File: src/key_click_long_double_detector_unit_defines.svh
// Assertion helpers used by the key detector RTL.
`ifndef KEY_CLICK_LONG_DOUBLE_DETECTOR_UNIT_DEFINES_SVH
`define KEY_CLICK_LONG_DOUBLE_DETECTOR_UNIT_DEFINES_SVH

// Check a property on every clock edge outside reset.
`define KCD_ASSERT(label, prop, msg) \
  label: assert property (@(posedge clk) disable iff (rst) prop) else $error(msg);

// Check a property on every clock edge, reset included.
`define KCD_ASSERT_ALWAYS(label, prop, msg) \
  label: assert property (@(posedge clk) prop) else $error(msg);

`endif

File: src/kcd_pkg.sv
package kcd_pkg;

  // Field widths
  localparam int KEY_W     = 4;
  localparam int CODE_W    = 2;
  localparam int CNT_W     = 16;
  localparam int ST_W      = 3;
  localparam int CFG_IDX_W = 2;
  localparam int CFG_W     = 16;

  localparam int NUM_KEYS_DEF = 16;

  // Key state codes
  localparam logic [ST_W-1:0] ST_IDLE        = 3'd0;
  localparam logic [ST_W-1:0] ST_PRESS_DLY   = 3'd1;
  localparam logic [ST_W-1:0] ST_RELEASE_DLY = 3'd2;
  localparam logic [ST_W-1:0] ST_PRESSED     = 3'd3;
  localparam logic [ST_W-1:0] ST_LONG        = 3'd4;
  localparam logic [ST_W-1:0] ST_DOUBLE      = 3'd5;

  // Event codes
  localparam logic [CODE_W-1:0] EV_CLICK    = 2'd0;
  localparam logic [CODE_W-1:0] EV_LONG     = 2'd1;
  localparam logic [CODE_W-1:0] EV_DOUBLE   = 2'd2;
  localparam logic [CODE_W-1:0] EV_RELEASED = 2'd3;

  // Configuration register indexes
  localparam logic [CFG_IDX_W-1:0] CFG_DEBOUNCE     = 2'd0;
  localparam logic [CFG_IDX_W-1:0] CFG_LONG_PRESS   = 2'd1;
  localparam logic [CFG_IDX_W-1:0] CFG_DOUBLE_CLICK = 2'd2;

  localparam logic [CFG_W-1:0] DEBOUNCE_RESET     = 16'd15;
  localparam logic [CFG_W-1:0] LONG_PRESS_RESET   = 16'd600;
  localparam logic [CFG_W-1:0] DOUBLE_CLICK_RESET = 16'd300;

  // One key record as held in the key memory
  typedef struct packed {
    logic [ST_W-1:0]  state;
    logic [ST_W-1:0]  prev;
    logic [CNT_W-1:0] cnt;
  } key_rec_t;

  localparam key_rec_t REC_RESET = '{state: ST_IDLE, prev: ST_IDLE, cnt: '0};

  // Thresholds handed to the transition logic
  typedef struct packed {
    logic [CFG_W-1:0] debounce;
    logic [CFG_W-1:0] long_press;
    logic [CFG_W-1:0] double_click;
  } thresh_t;

  // Event raised by one transition
  typedef struct packed {
    logic              fire;
    logic [CODE_W-1:0] code;
  } key_evt_t;

endpackage

File: src/kcd_if.sv
// Tick request channel: one sampled level for one key
interface kcd_tick_if import kcd_pkg::*; ();
  logic             valid;
  logic             ready;
  logic [KEY_W-1:0] key_index;
  logic             key_pressed;

  modport source (output valid, key_index, key_pressed, input ready);
  modport sink   (input valid, key_index, key_pressed, output ready);
endinterface

// Event channel: one detected key event
interface kcd_event_if import kcd_pkg::*; ();
  logic              valid;
  logic              ready;
  logic [KEY_W-1:0]  event_key;
  logic [CODE_W-1:0] event_code;

  modport source (output valid, event_key, event_code, input ready);
  modport sink   (input valid, event_key, event_code, output ready);
endinterface

File: src/key_click_long_double_detector_unit.sv
// Key click / long press / double click detector, one tick request per key sample.
// Throughput: one request per cycle, including back-to-back ticks for the same key,
// while no fired event waits on a full event register. An accepted tick goes through
// the memory read stage, then transition and write-back into the event register.
// Reset: thresholds return to 15/600/300 and all keys read as idle at once through
// per-key valid bits; requests are accepted in the first cycle after reset.
`include "key_click_long_double_detector_unit_defines.svh"

module key_click_long_double_detector_unit import kcd_pkg::*; #(
  parameter int NUM_KEYS = NUM_KEYS_DEF
) (
  input  logic                 clk,
  input  logic                 rst,
  kcd_tick_if.sink             tick,
  kcd_event_if.source          evt,
  input  logic                 cfg_we,
  input  logic [CFG_IDX_W-1:0] cfg_index,
  input  logic [CFG_W-1:0]     cfg_data
);

  localparam int AW = (NUM_KEYS > 1) ? $clog2(NUM_KEYS) : 1;

  logic [CFG_W-1:0] debounce_limit;
  logic [CFG_W-1:0] long_press_ticks;
  logic [CFG_W-1:0] double_click_ticks;
  thresh_t          thr;

  logic             accept;
  logic [AW+KEY_W-1:0] key_wide;
  logic [AW-1:0]    rd_addr;
  logic             in_range;

  logic             s1_valid;
  logic [KEY_W-1:0] s1_key;
  logic             s1_down;
  logic             s1_in_range;
  logic [AW+KEY_W-1:0] s1_key_wide;
  logic [AW-1:0]    s1_addr;
  logic             s1_go;
  logic             out_free;
  logic             mem_we;

  key_rec_t         cur_rec;
  key_rec_t         nxt_rec;
  key_evt_t         res;
  logic             fire_eff;

  logic              out_valid;
  logic [KEY_W-1:0]  out_key;
  logic [CODE_W-1:0] out_code;

  // Configuration registers
  always_ff @(posedge clk) begin
    if (rst) begin
      debounce_limit     <= DEBOUNCE_RESET;
      long_press_ticks   <= LONG_PRESS_RESET;
      double_click_ticks <= DOUBLE_CLICK_RESET;
    end else if (cfg_we) begin
      case (cfg_index)
        CFG_DEBOUNCE:     debounce_limit     <= cfg_data;
        CFG_LONG_PRESS:   long_press_ticks   <= cfg_data;
        CFG_DOUBLE_CLICK: double_click_ticks <= cfg_data;
        default:          ;
      endcase
    end
  end

  assign thr = '{debounce: debounce_limit, long_press: long_press_ticks,
                 double_click: double_click_ticks};

  // Address decode for the incoming request
  assign key_wide = {{AW{1'b0}}, tick.key_index};
  assign rd_addr  = key_wide[AW-1:0];
  assign in_range = ({{(32-KEY_W){1'b0}}, tick.key_index} < 32'(NUM_KEYS));

  // Handshake: stage 1 drains when its event (if any) has a slot
  assign out_free   = !out_valid || evt.ready;
  assign fire_eff   = s1_in_range && res.fire;
  assign s1_go      = s1_valid && (!fire_eff || out_free);
  assign tick.ready = !s1_valid || s1_go;
  assign accept     = tick.valid && tick.ready;

  // Stage 1: request waiting on its record
  always_ff @(posedge clk) begin
    if (rst) begin
      s1_valid <= 1'b0;
    end else if (accept) begin
      s1_valid <= 1'b1;
    end else if (s1_go) begin
      s1_valid <= 1'b0;
    end
  end

  always_ff @(posedge clk) begin
    if (accept) begin
      s1_key      <= tick.key_index;
      s1_down     <= tick.key_pressed;
      s1_in_range <= in_range;
    end
  end

  assign s1_key_wide = {{AW{1'b0}}, s1_key};
  assign s1_addr     = s1_key_wide[AW-1:0];
  assign mem_we      = s1_go && s1_in_range;

  kcd_key_mem #(
    .NUM_KEYS (NUM_KEYS),
    .AW       (AW)
  ) u_key_mem (
    .clk     (clk),
    .rst     (rst),
    .rd_en   (accept),
    .rd_addr (rd_addr),
    .wr_en   (mem_we),
    .wr_addr (s1_addr),
    .wr_data (nxt_rec),
    .rd_rec  (cur_rec)
  );

  kcd_fsm u_fsm (
    .cur  (cur_rec),
    .down (s1_down),
    .thr  (thr),
    .nxt  (nxt_rec),
    .evt  (res)
  );

  // Event register: load on a fired transition, drop once taken
  always_ff @(posedge clk) begin
    if (rst) begin
      out_valid <= 1'b0;
    end else if (s1_go && fire_eff) begin
      out_valid <= 1'b1;
    end else if (evt.ready) begin
      out_valid <= 1'b0;
    end
  end

  always_ff @(posedge clk) begin
    if (s1_go && fire_eff) begin
      out_key  <= s1_key;
      out_code <= res.code;
    end
  end

  assign evt.valid      = out_valid;
  assign evt.event_key  = out_key;
  assign evt.event_code = out_code;

  `KCD_ASSERT(a_stall_hold, (s1_valid && !s1_go) |-> !tick.ready, "request taken in stall")
  `KCD_ASSERT(a_range_write, (s1_valid && !s1_in_range) |-> !mem_we, "out-of-range key written")
  `KCD_ASSERT(a_event_src, $rose(out_valid) |-> $past(s1_valid && fire_eff), "stray event")
  `KCD_ASSERT_ALWAYS(a_reset_clears_event, $past(rst) |-> !out_valid, "event valid after reset")

endmodule

File: src/kcd_key_mem.sv
module kcd_key_mem import kcd_pkg::*; #(
  parameter int NUM_KEYS = NUM_KEYS_DEF,
  parameter int AW       = 4
) (
  input  logic          clk,
  input  logic          rst,
  input  logic          rd_en,
  input  logic [AW-1:0] rd_addr,
  input  logic          wr_en,
  input  logic [AW-1:0] wr_addr,
  input  key_rec_t      wr_data,
  output key_rec_t      rd_rec
);

  key_rec_t            mem [NUM_KEYS];
  key_rec_t            rd_data;
  logic [NUM_KEYS-1:0] vld;
  logic                rd_vld;
  logic                fwd;
  key_rec_t            fwd_data;

  // Write and read the record store
  always_ff @(posedge clk) begin
    if (wr_en) begin
      mem[wr_addr] <= wr_data;
    end
    if (rd_en) begin
      rd_data <= mem[rd_addr];
    end
  end

  // Mark entries written since reset
  always_ff @(posedge clk) begin
    if (rst) begin
      vld <= '0;
    end else if (wr_en) begin
      vld[wr_addr] <= 1'b1;
    end
  end

  // Capture entry validity and a same-cycle write to the entry being read
  always_ff @(posedge clk) begin
    if (rst) begin
      rd_vld <= 1'b0;
      fwd    <= 1'b0;
    end else if (rd_en) begin
      rd_vld <= vld[rd_addr];
      fwd    <= wr_en && (wr_addr == rd_addr);
    end
  end

  always_ff @(posedge clk) begin
    if (rd_en) begin
      fwd_data <= wr_data;
    end
  end

  // Resolve: forwarded write, then stored entry, then reset value
  always_comb begin
    if (fwd) begin
      rd_rec = fwd_data;
    end else if (rd_vld) begin
      rd_rec = rd_data;
    end else begin
      rd_rec = REC_RESET;
    end
  end

endmodule

File: src/kcd_fsm.sv
module kcd_fsm import kcd_pkg::*; (
  input  key_rec_t cur,
  input  logic     down,
  input  thresh_t  thr,
  output key_rec_t nxt,
  output key_evt_t evt
);

  logic [ST_W-1:0]   nstate;
  logic [CNT_W-1:0]  cnt;
  logic [CNT_W-1:0]  cnt_inc;
  logic              fire;
  logic [CODE_W-1:0] code;

  assign cnt_inc = cur.cnt + 16'd1;

  // Advance one key by one tick
  always_comb begin
    nstate = cur.state;
    cnt    = cur.cnt;
    fire   = 1'b0;
    code   = EV_CLICK;
    case (cur.state)
      ST_IDLE: begin
        if (down) begin
          nstate = ST_PRESS_DLY;
          cnt    = '0;
        end
      end
      ST_PRESS_DLY: begin
        cnt = cnt_inc;
        if (cnt_inc >= thr.debounce) begin
          cnt = '0;
          if (!down) begin
            nstate = cur.prev;
          end else if (cur.prev == ST_IDLE) begin
            nstate = ST_PRESSED;
          end else if (cur.prev == ST_DOUBLE) begin
            nstate = ST_LONG;
            fire   = 1'b1;
            code   = EV_DOUBLE;
          end else begin
            nstate = ST_IDLE;
          end
        end
      end
      ST_RELEASE_DLY: begin
        cnt = cnt_inc;
        if (cnt_inc >= thr.debounce) begin
          cnt = '0;
          if (down) begin
            nstate = cur.prev;
          end else if (cur.prev == ST_PRESSED) begin
            nstate = ST_DOUBLE;
          end else if (cur.prev == ST_LONG) begin
            nstate = ST_IDLE;
            fire   = 1'b1;
            code   = EV_RELEASED;
          end else begin
            nstate = ST_IDLE;
          end
        end
      end
      ST_PRESSED: begin
        if (!down) begin
          nstate = ST_RELEASE_DLY;
          cnt    = '0;
        end else begin
          cnt = cnt_inc;
          if (cnt_inc >= thr.long_press) begin
            nstate = ST_LONG;
            fire   = 1'b1;
            code   = EV_LONG;
          end
        end
      end
      ST_LONG: begin
        if (!down) begin
          nstate = ST_RELEASE_DLY;
          cnt    = '0;
        end
      end
      ST_DOUBLE: begin
        if (down) begin
          nstate = ST_PRESS_DLY;
          cnt    = '0;
        end else begin
          cnt = cnt_inc;
          if (cnt_inc >= thr.double_click) begin
            nstate = ST_LONG;
            fire   = 1'b1;
            code   = EV_CLICK;
          end
        end
      end
      default: begin
        nstate = ST_IDLE;
      end
    endcase
  end

  // Record previous state and raise the event only on a state change
  always_comb begin
    nxt.cnt   = cnt;
    nxt.state = cur.state;
    nxt.prev  = cur.prev;
    evt.fire  = 1'b0;
    evt.code  = code;
    if (nstate != cur.state) begin
      nxt.state = nstate;
      nxt.prev  = cur.state;
      evt.fire  = fire;
    end
  end

endmodule
File: src/flat_wrapper.sv
// flat-port wrapper written by rule: the top's interface ports become plain ports
module key_click_long_double_detector_unit_flat import kcd_pkg::*;
#(
  parameter int NUM_KEYS = NUM_KEYS_DEF
)
  (clk, rst, cfg_we, cfg_index, cfg_data, tick_valid, tick_key_index, tick_key_pressed, tick_ready, evt_valid, evt_event_key, evt_event_code, evt_ready);
  kcd_tick_if tick_i ();
  kcd_event_if evt_i ();
  input  logic clk;
  input  logic rst;
  input  logic cfg_we;
  input  logic [CFG_IDX_W-1:0] cfg_index;
  input  logic [CFG_W-1:0] cfg_data;
  input wire logic [$bits(tick_i.valid)-1:0] tick_valid;
  input wire logic [$bits(tick_i.key_index)-1:0] tick_key_index;
  input wire logic [$bits(tick_i.key_pressed)-1:0] tick_key_pressed;
  output wire logic [$bits(tick_i.ready)-1:0] tick_ready;
  output wire logic [$bits(evt_i.valid)-1:0] evt_valid;
  output wire logic [$bits(evt_i.event_key)-1:0] evt_event_key;
  output wire logic [$bits(evt_i.event_code)-1:0] evt_event_code;
  input wire logic [$bits(evt_i.ready)-1:0] evt_ready;
  assign tick_i.valid = tick_valid;
  assign tick_i.key_index = tick_key_index;
  assign tick_i.key_pressed = tick_key_pressed;
  assign tick_ready = tick_i.ready;
  assign evt_valid = evt_i.valid;
  assign evt_event_key = evt_i.event_key;
  assign evt_event_code = evt_i.event_code;
  assign evt_i.ready = evt_ready;
  key_click_long_double_detector_unit #(.NUM_KEYS(NUM_KEYS)) u_core (.clk(clk), .rst(rst), .tick(tick_i), .evt(evt_i), .cfg_we(cfg_we), .cfg_index(cfg_index), .cfg_data(cfg_data));
endmodule
File: config.mk
export PLATFORM = sky130hd
export DESIGN_NAME = key_click_long_double_detector_unit_flat
export DESIGN_NICKNAME = d
export VERILOG_FILES = /design/src/kcd_pkg.sv /design/src/kcd_if.sv /design/src/key_click_long_double_detector_unit.sv /design/src/kcd_key_mem.sv /design/src/kcd_fsm.sv /design/src/flat_wrapper.sv
export VERILOG_INCLUDE_DIRS = /design/src /design/src/src
export SDC_FILE = /design/constraint.sdc
export NUM_CORES = 1
export LEC_CHECK = 0
export BUFFER_PORTS_ARGS = -buffer_cell sky130_fd_sc_hd__buf_2
export CAP_MARGIN = 20
export CORE_MARGIN = 5
export CORE_UTILIZATION = 40
export CTS_BUF_LIST = sky130_fd_sc_hd__clkbuf_8
export DETAILED_ROUTE_END_ITERATION = 10
export PLACE_DENSITY = 0.58
export RECOVER_POWER = 100
export SKIP_LAST_GASP = 1
export SYNTH_ARGS = -nofsm -noshare
export SYNTH_HDL_FRONTEND = slang
export SYNTH_SLANG_ARGS = --single-unit
File: constraint.sdc
create_clock -name clk -period 8.26 [get_ports clk]
set_clock_uncertainty 0.05 [all_clocks]
set_input_delay 1.239 -clock clk [delete_from_list [all_inputs] [get_ports clk]]
set_output_delay 1.239 -clock clk [all_outputs]
set_load 0.01 [all_outputs]
==> results <==
- Once detailed placement completed, the half-perimeter wirelength came to 27100 µm.
- The run finished, with violations left.
- The post-CTS setup-driven buffer insertion count is 0.
- The slowest stage of the critical path belongs to the cell clkbuf_1.
- The final routed wire length divided by cell count is 22.1 µm.
- The number of hold buffers added after CTS is 0.
- The global placer's final weighted congestion is 0.848.
- For this run, design rule violations remaining after detail routing come to 0.
- The critical path goes through nor2b_2, buf_4, a22oi_1, nand2b_1, nor3_1, nand2_1, or3_1, xor2_1, ha_1, a21oi_1, o21ai_0, a21oi_1, o21ai_1, nand4_1, a31o_2, or4b_1, nor2_2, clkbuf_1.
- Once detail routing completed, the nets flagged for antenna violations numbered 0.
- The tool flagged a number of max-cap violations equal to 14.
- The slew at the pin closest to its max-slew limit is 3860 ps.
- The area of the core region is 0.0498 mm².
- The total overflow left after global routing is 0.
- The number of different library cells used by synthesis comes to 75.
- The initial utilization of the core area, before any placement, comes to 40.2%.
- VDD sags by at most 96.7 µV.
- The final cell utilization of the core is 44.8%.
- The buffer cell driving the clock tree root is clkbuf_8.
- Among the stages of the critical path, the cell type that occurs most often is a21oi_1.
- The area growth from synthesis to final layout is 11.4%.
- The max-slew violation count is 406.
- During placement, the flow inserted port buffers numbering 35.
- In the routed layout, each cell is associated on average with a via count of 5.38.
- Including well taps, the total number of placed cells is 1914.
- For the worst setup path, the data arrival time is 7340 ps.
- Static timing analysis puts the maximum clock frequency at 0.139 GHz.
- Setup violations remaining at the end of the flow were counted as 0.
- The count of vias placed by the detailed router is 11100.
- Dividing total power by cell area gives a power density of 211 mW/mm².
- The maximum count of clock buffers along a single path is 3.
- The design draws 4.71 mW.
- After clock tree synthesis, the repair step resized 0 gates.
- STA classifies the critical path startpoint as a register.
- Counting every net in the synthesized netlist gives 1310.
- Row generation in the floorplan step produced 82 rows.
- After the first detailed-routing iteration, the DRC count stood at 870.
- The hold violation count in the final report is 0.
- The clock period could shrink to 7180 ps.
- The cell area after synthesis is 0.0200 mm².
- The initial antenna violation count is 1.
- The via count of the first global-routing pass is 11300.
- The die covers 0.0546 mm².
- The final cycle utilization of the critical path is 87.0%.
- During I/O placement, the number of pins put on the boundary was 36.
- In the global route stage, overall resource usage came out at 16.9%.
- Counting flops and latches in the post-synthesis netlist gives 475.
- The number of instances in the synthesized netlist is 1233.
- The final reports fail on max-capacitance violations, max-slew violations.
- The largest net degree at the start of global routing is 73.
- The leakage component of the power is 7.53 nW.
- Excluding fillers, the count of instances in the completed layout stands at 2054.
- The first global-routing pass estimated 69700 µm of wire.
- Of all nets on the critical path, the largest fanout is 22.
- Summed over all layers, the routed wires come to 45400 µm.
- Measured along the x axis, the die boundary spans 234 µm.
- The clock tree synthesis step divided the H-tree into 3 levels.
- In the synthesized netlist the async set-or-reset flop fraction comes to 0%.
- The synthesized design contains 407 enable-type register cells.
- In this run the worst hold path is classified as reg -> reg.
- The most used flip-flop cell after synthesis is edfxtp_1.
- TritonCTS built the clock tree.
- The relative slew slack is -157%.
- The endpoint type of the worst setup path is a register.
- Clock-pin slew was measured on the worst setup and hold paths at 60 ps.
- Before antenna repair, the detailed router went through 6 iterations.
- The number of buffers created by CTS is 76.
- The chip height is 234 µm.
- Averaged over all synthesized cells, the footprint is 16.2 µm².
- The count of yosys warnings during synthesis is 0.
- The required time of the critical path is 8420 ps.
- The total negative setup slack is 0 ps.
- After synthesis, flip-flops and latches occupy 67.9% of the total area.
- Setup repair after global routing left no endpoint under its margin.
- The worst setup path is of the reg -> reg kind.
- The share of post-route cells with drive strength above 1 is 19.6%.
- The later pin in the worst-skew pair is clocked with a latency of 650 ps.
- On the worst path, the slowest cell contributes a delay of 1410 ps.
- The number of sinks handled by clock tree synthesis is 475.
- The post-layout net count is 1402.
## cell type report
class,count,area (µm²)
Fill cell,4383,27500
Sequential cell,475,13600
Multi-Input combinational cell,630,5900
Clock buffer,81,1110
Tap cell,672,841
Timing Repair Buffer,73,338
Inverter,69,259
Clock inverter,53,246
Antenna cell,1,2.50
## registers in the layout (all words and copies together), names as in the netlist
signal,flops
u_core.evt.event_key,4
u_core.s1_down,1
u_core.u_key_mem.fwd,1
u_core.u_key_mem.vld,16
u_core.u_key_mem.rd_data,22
u_core.s1_valid,1
u_core.u_key_mem.mem,352
u_core.long_press_ticks,16
u_core.evt.valid,1
u_core.u_key_mem.rd_vld,1
u_core.u_key_mem.fwd_data,22
u_core.s1_addr,4
u_core.evt.event_code,2
u_core.double_click_ticks,16
u_core.debounce_limit,16
## Yosys cell counts, types with 3 or more instances
cell,instances,area share [%]
o32ai_1,3,0.13
or4_1,3,0.11
a21oi_1,66,1.7
a211o_1,8,0.35
o21ai_0,22,0.55
a31oi_1,3,0.094
nor2b_1,3,0.094
nand3_1,11,0.28
mux4_2,115,13
nand2b_1,9,0.28
a22oi_1,12,0.45
buf_2,4,0.10
or3_1,6,0.19
dfxtp_1,68,6.8
ha_1,49,3.1
o2bb2ai_1,9,0.39
nor2_1,43,0.81
xor2_1,6,0.26
nand4_1,5,0.16
o21ai_1,5,0.13
nor3_1,13,0.33
clkbuf_1,38,0.71
buf_6,5,0.28
buf_1,12,0.23
o21a_1,5,0.19
or2_2,4,0.13
nand3b_1,9,0.34
a22o_1,5,0.22
nand2_1,126,2.4
o22ai_1,19,0.59
a211oi_1,6,0.23
inv_1,69,1.3
edfxtp_1,407,61
xnor2_1,13,0.57
## metal layers
layer,up-vias,share of wire (%),GRT usage [%]
li1,5016,-,-
met1,5680,45,23.7
met2,300,48,27.1
met3,64,4.8,3.40
met4,0,1.8,4.70
met5,-,0,0
## worst max-delay path, delay by kind of cell, from the launching register on
family	cells	cell delay, ps
xor+xnor	1	340
flops	1	590
buf+inv	2	1710
simple gates	8	2630
compound gates	6	1100
fa+ha+maj	1	320
## cell families after synthesis
| group | count (synthesis) | synth area share [%] |
|---|---|---|
| simple gates | 254 | 6.06 |
| fa+ha+maj | 49 | 3.07 |
| compound gates | 190 | 6.42 |
| xor+xnor | 19 | 0.832 |
| flops | 475 | 67.9 |
| buf+inv | 128 | 2.61 |
| mux | 118 | 13.1 |
## power by group
group          switching [mW]  leakage [nW]  internal [mW]
clock                   0.924         0.784          0.911
combinational           0.132          2.29         0.0999
sequential             0.0228          4.45           2.62
total                    1.08          7.53           3.63
## final timing paths
| kind | startpoint | to | slack (ps) | cells past startpoint |
|---|---|---|---|---|
| setup / recovery | u_core.u_key_mem.rd_vld$_SDFFE_PP0P_ | u_core.u_key_mem.mem[8][7]$_DFFE_PP_ | 1080 | 18 |
| hold / removal | u_core.double_click_ticks[10]$_SDFFE_PP0P_ | u_core.double_click_ticks[10]$_SDFFE_PP0P_ | 400 | 2 |
| setup reg to reg | u_core.u_key_mem.rd_vld$_SDFFE_PP0P_ | u_core.u_key_mem.mem[8][7]$_DFFE_PP_ | 1080 | 18 |
| hold reg to reg | u_core.double_click_ticks[10]$_SDFFE_PP0P_ | u_core.double_click_ticks[10]$_SDFFE_PP0P_ | 400 | 2 |
## cells in the final DEF, fill, tap and decap left out, types with 6 or more instances in the layout
cell,count
ha_1,49
dfxtp_1,67
edfxtp_1,407
o22ai_1,19
a211oi_1,6
nand3_1,11
nor2_1,31
clkbuf_8,81
buf_4,6
clkinv_1,19
or3_1,7
nand3b_1,9
a21oi_1,66
o21ai_0,24
clkbuf_2,6
buf_2,21
mux4_2,115
xor2_1,6
nand2b_1,9
a211o_1,8
xnor2_1,13
clkbuf_1,39
nor2_2,12
a22oi_1,12
inv_1,93
nor3_1,13
nand2_1,126
o2bb2ai_1,9
## stage by stage
step                      area [µm²]  setup slack [ps]  hold slack, ps
after floorplan                20000              1560             374
final                          22300              1080             404
after global placement         21100              1830             393
after global routing           22300               496             416
after detailed placement       21100              1550             400
after CTS                      22500              1370             408
Power figures use the tool's default switching activity.
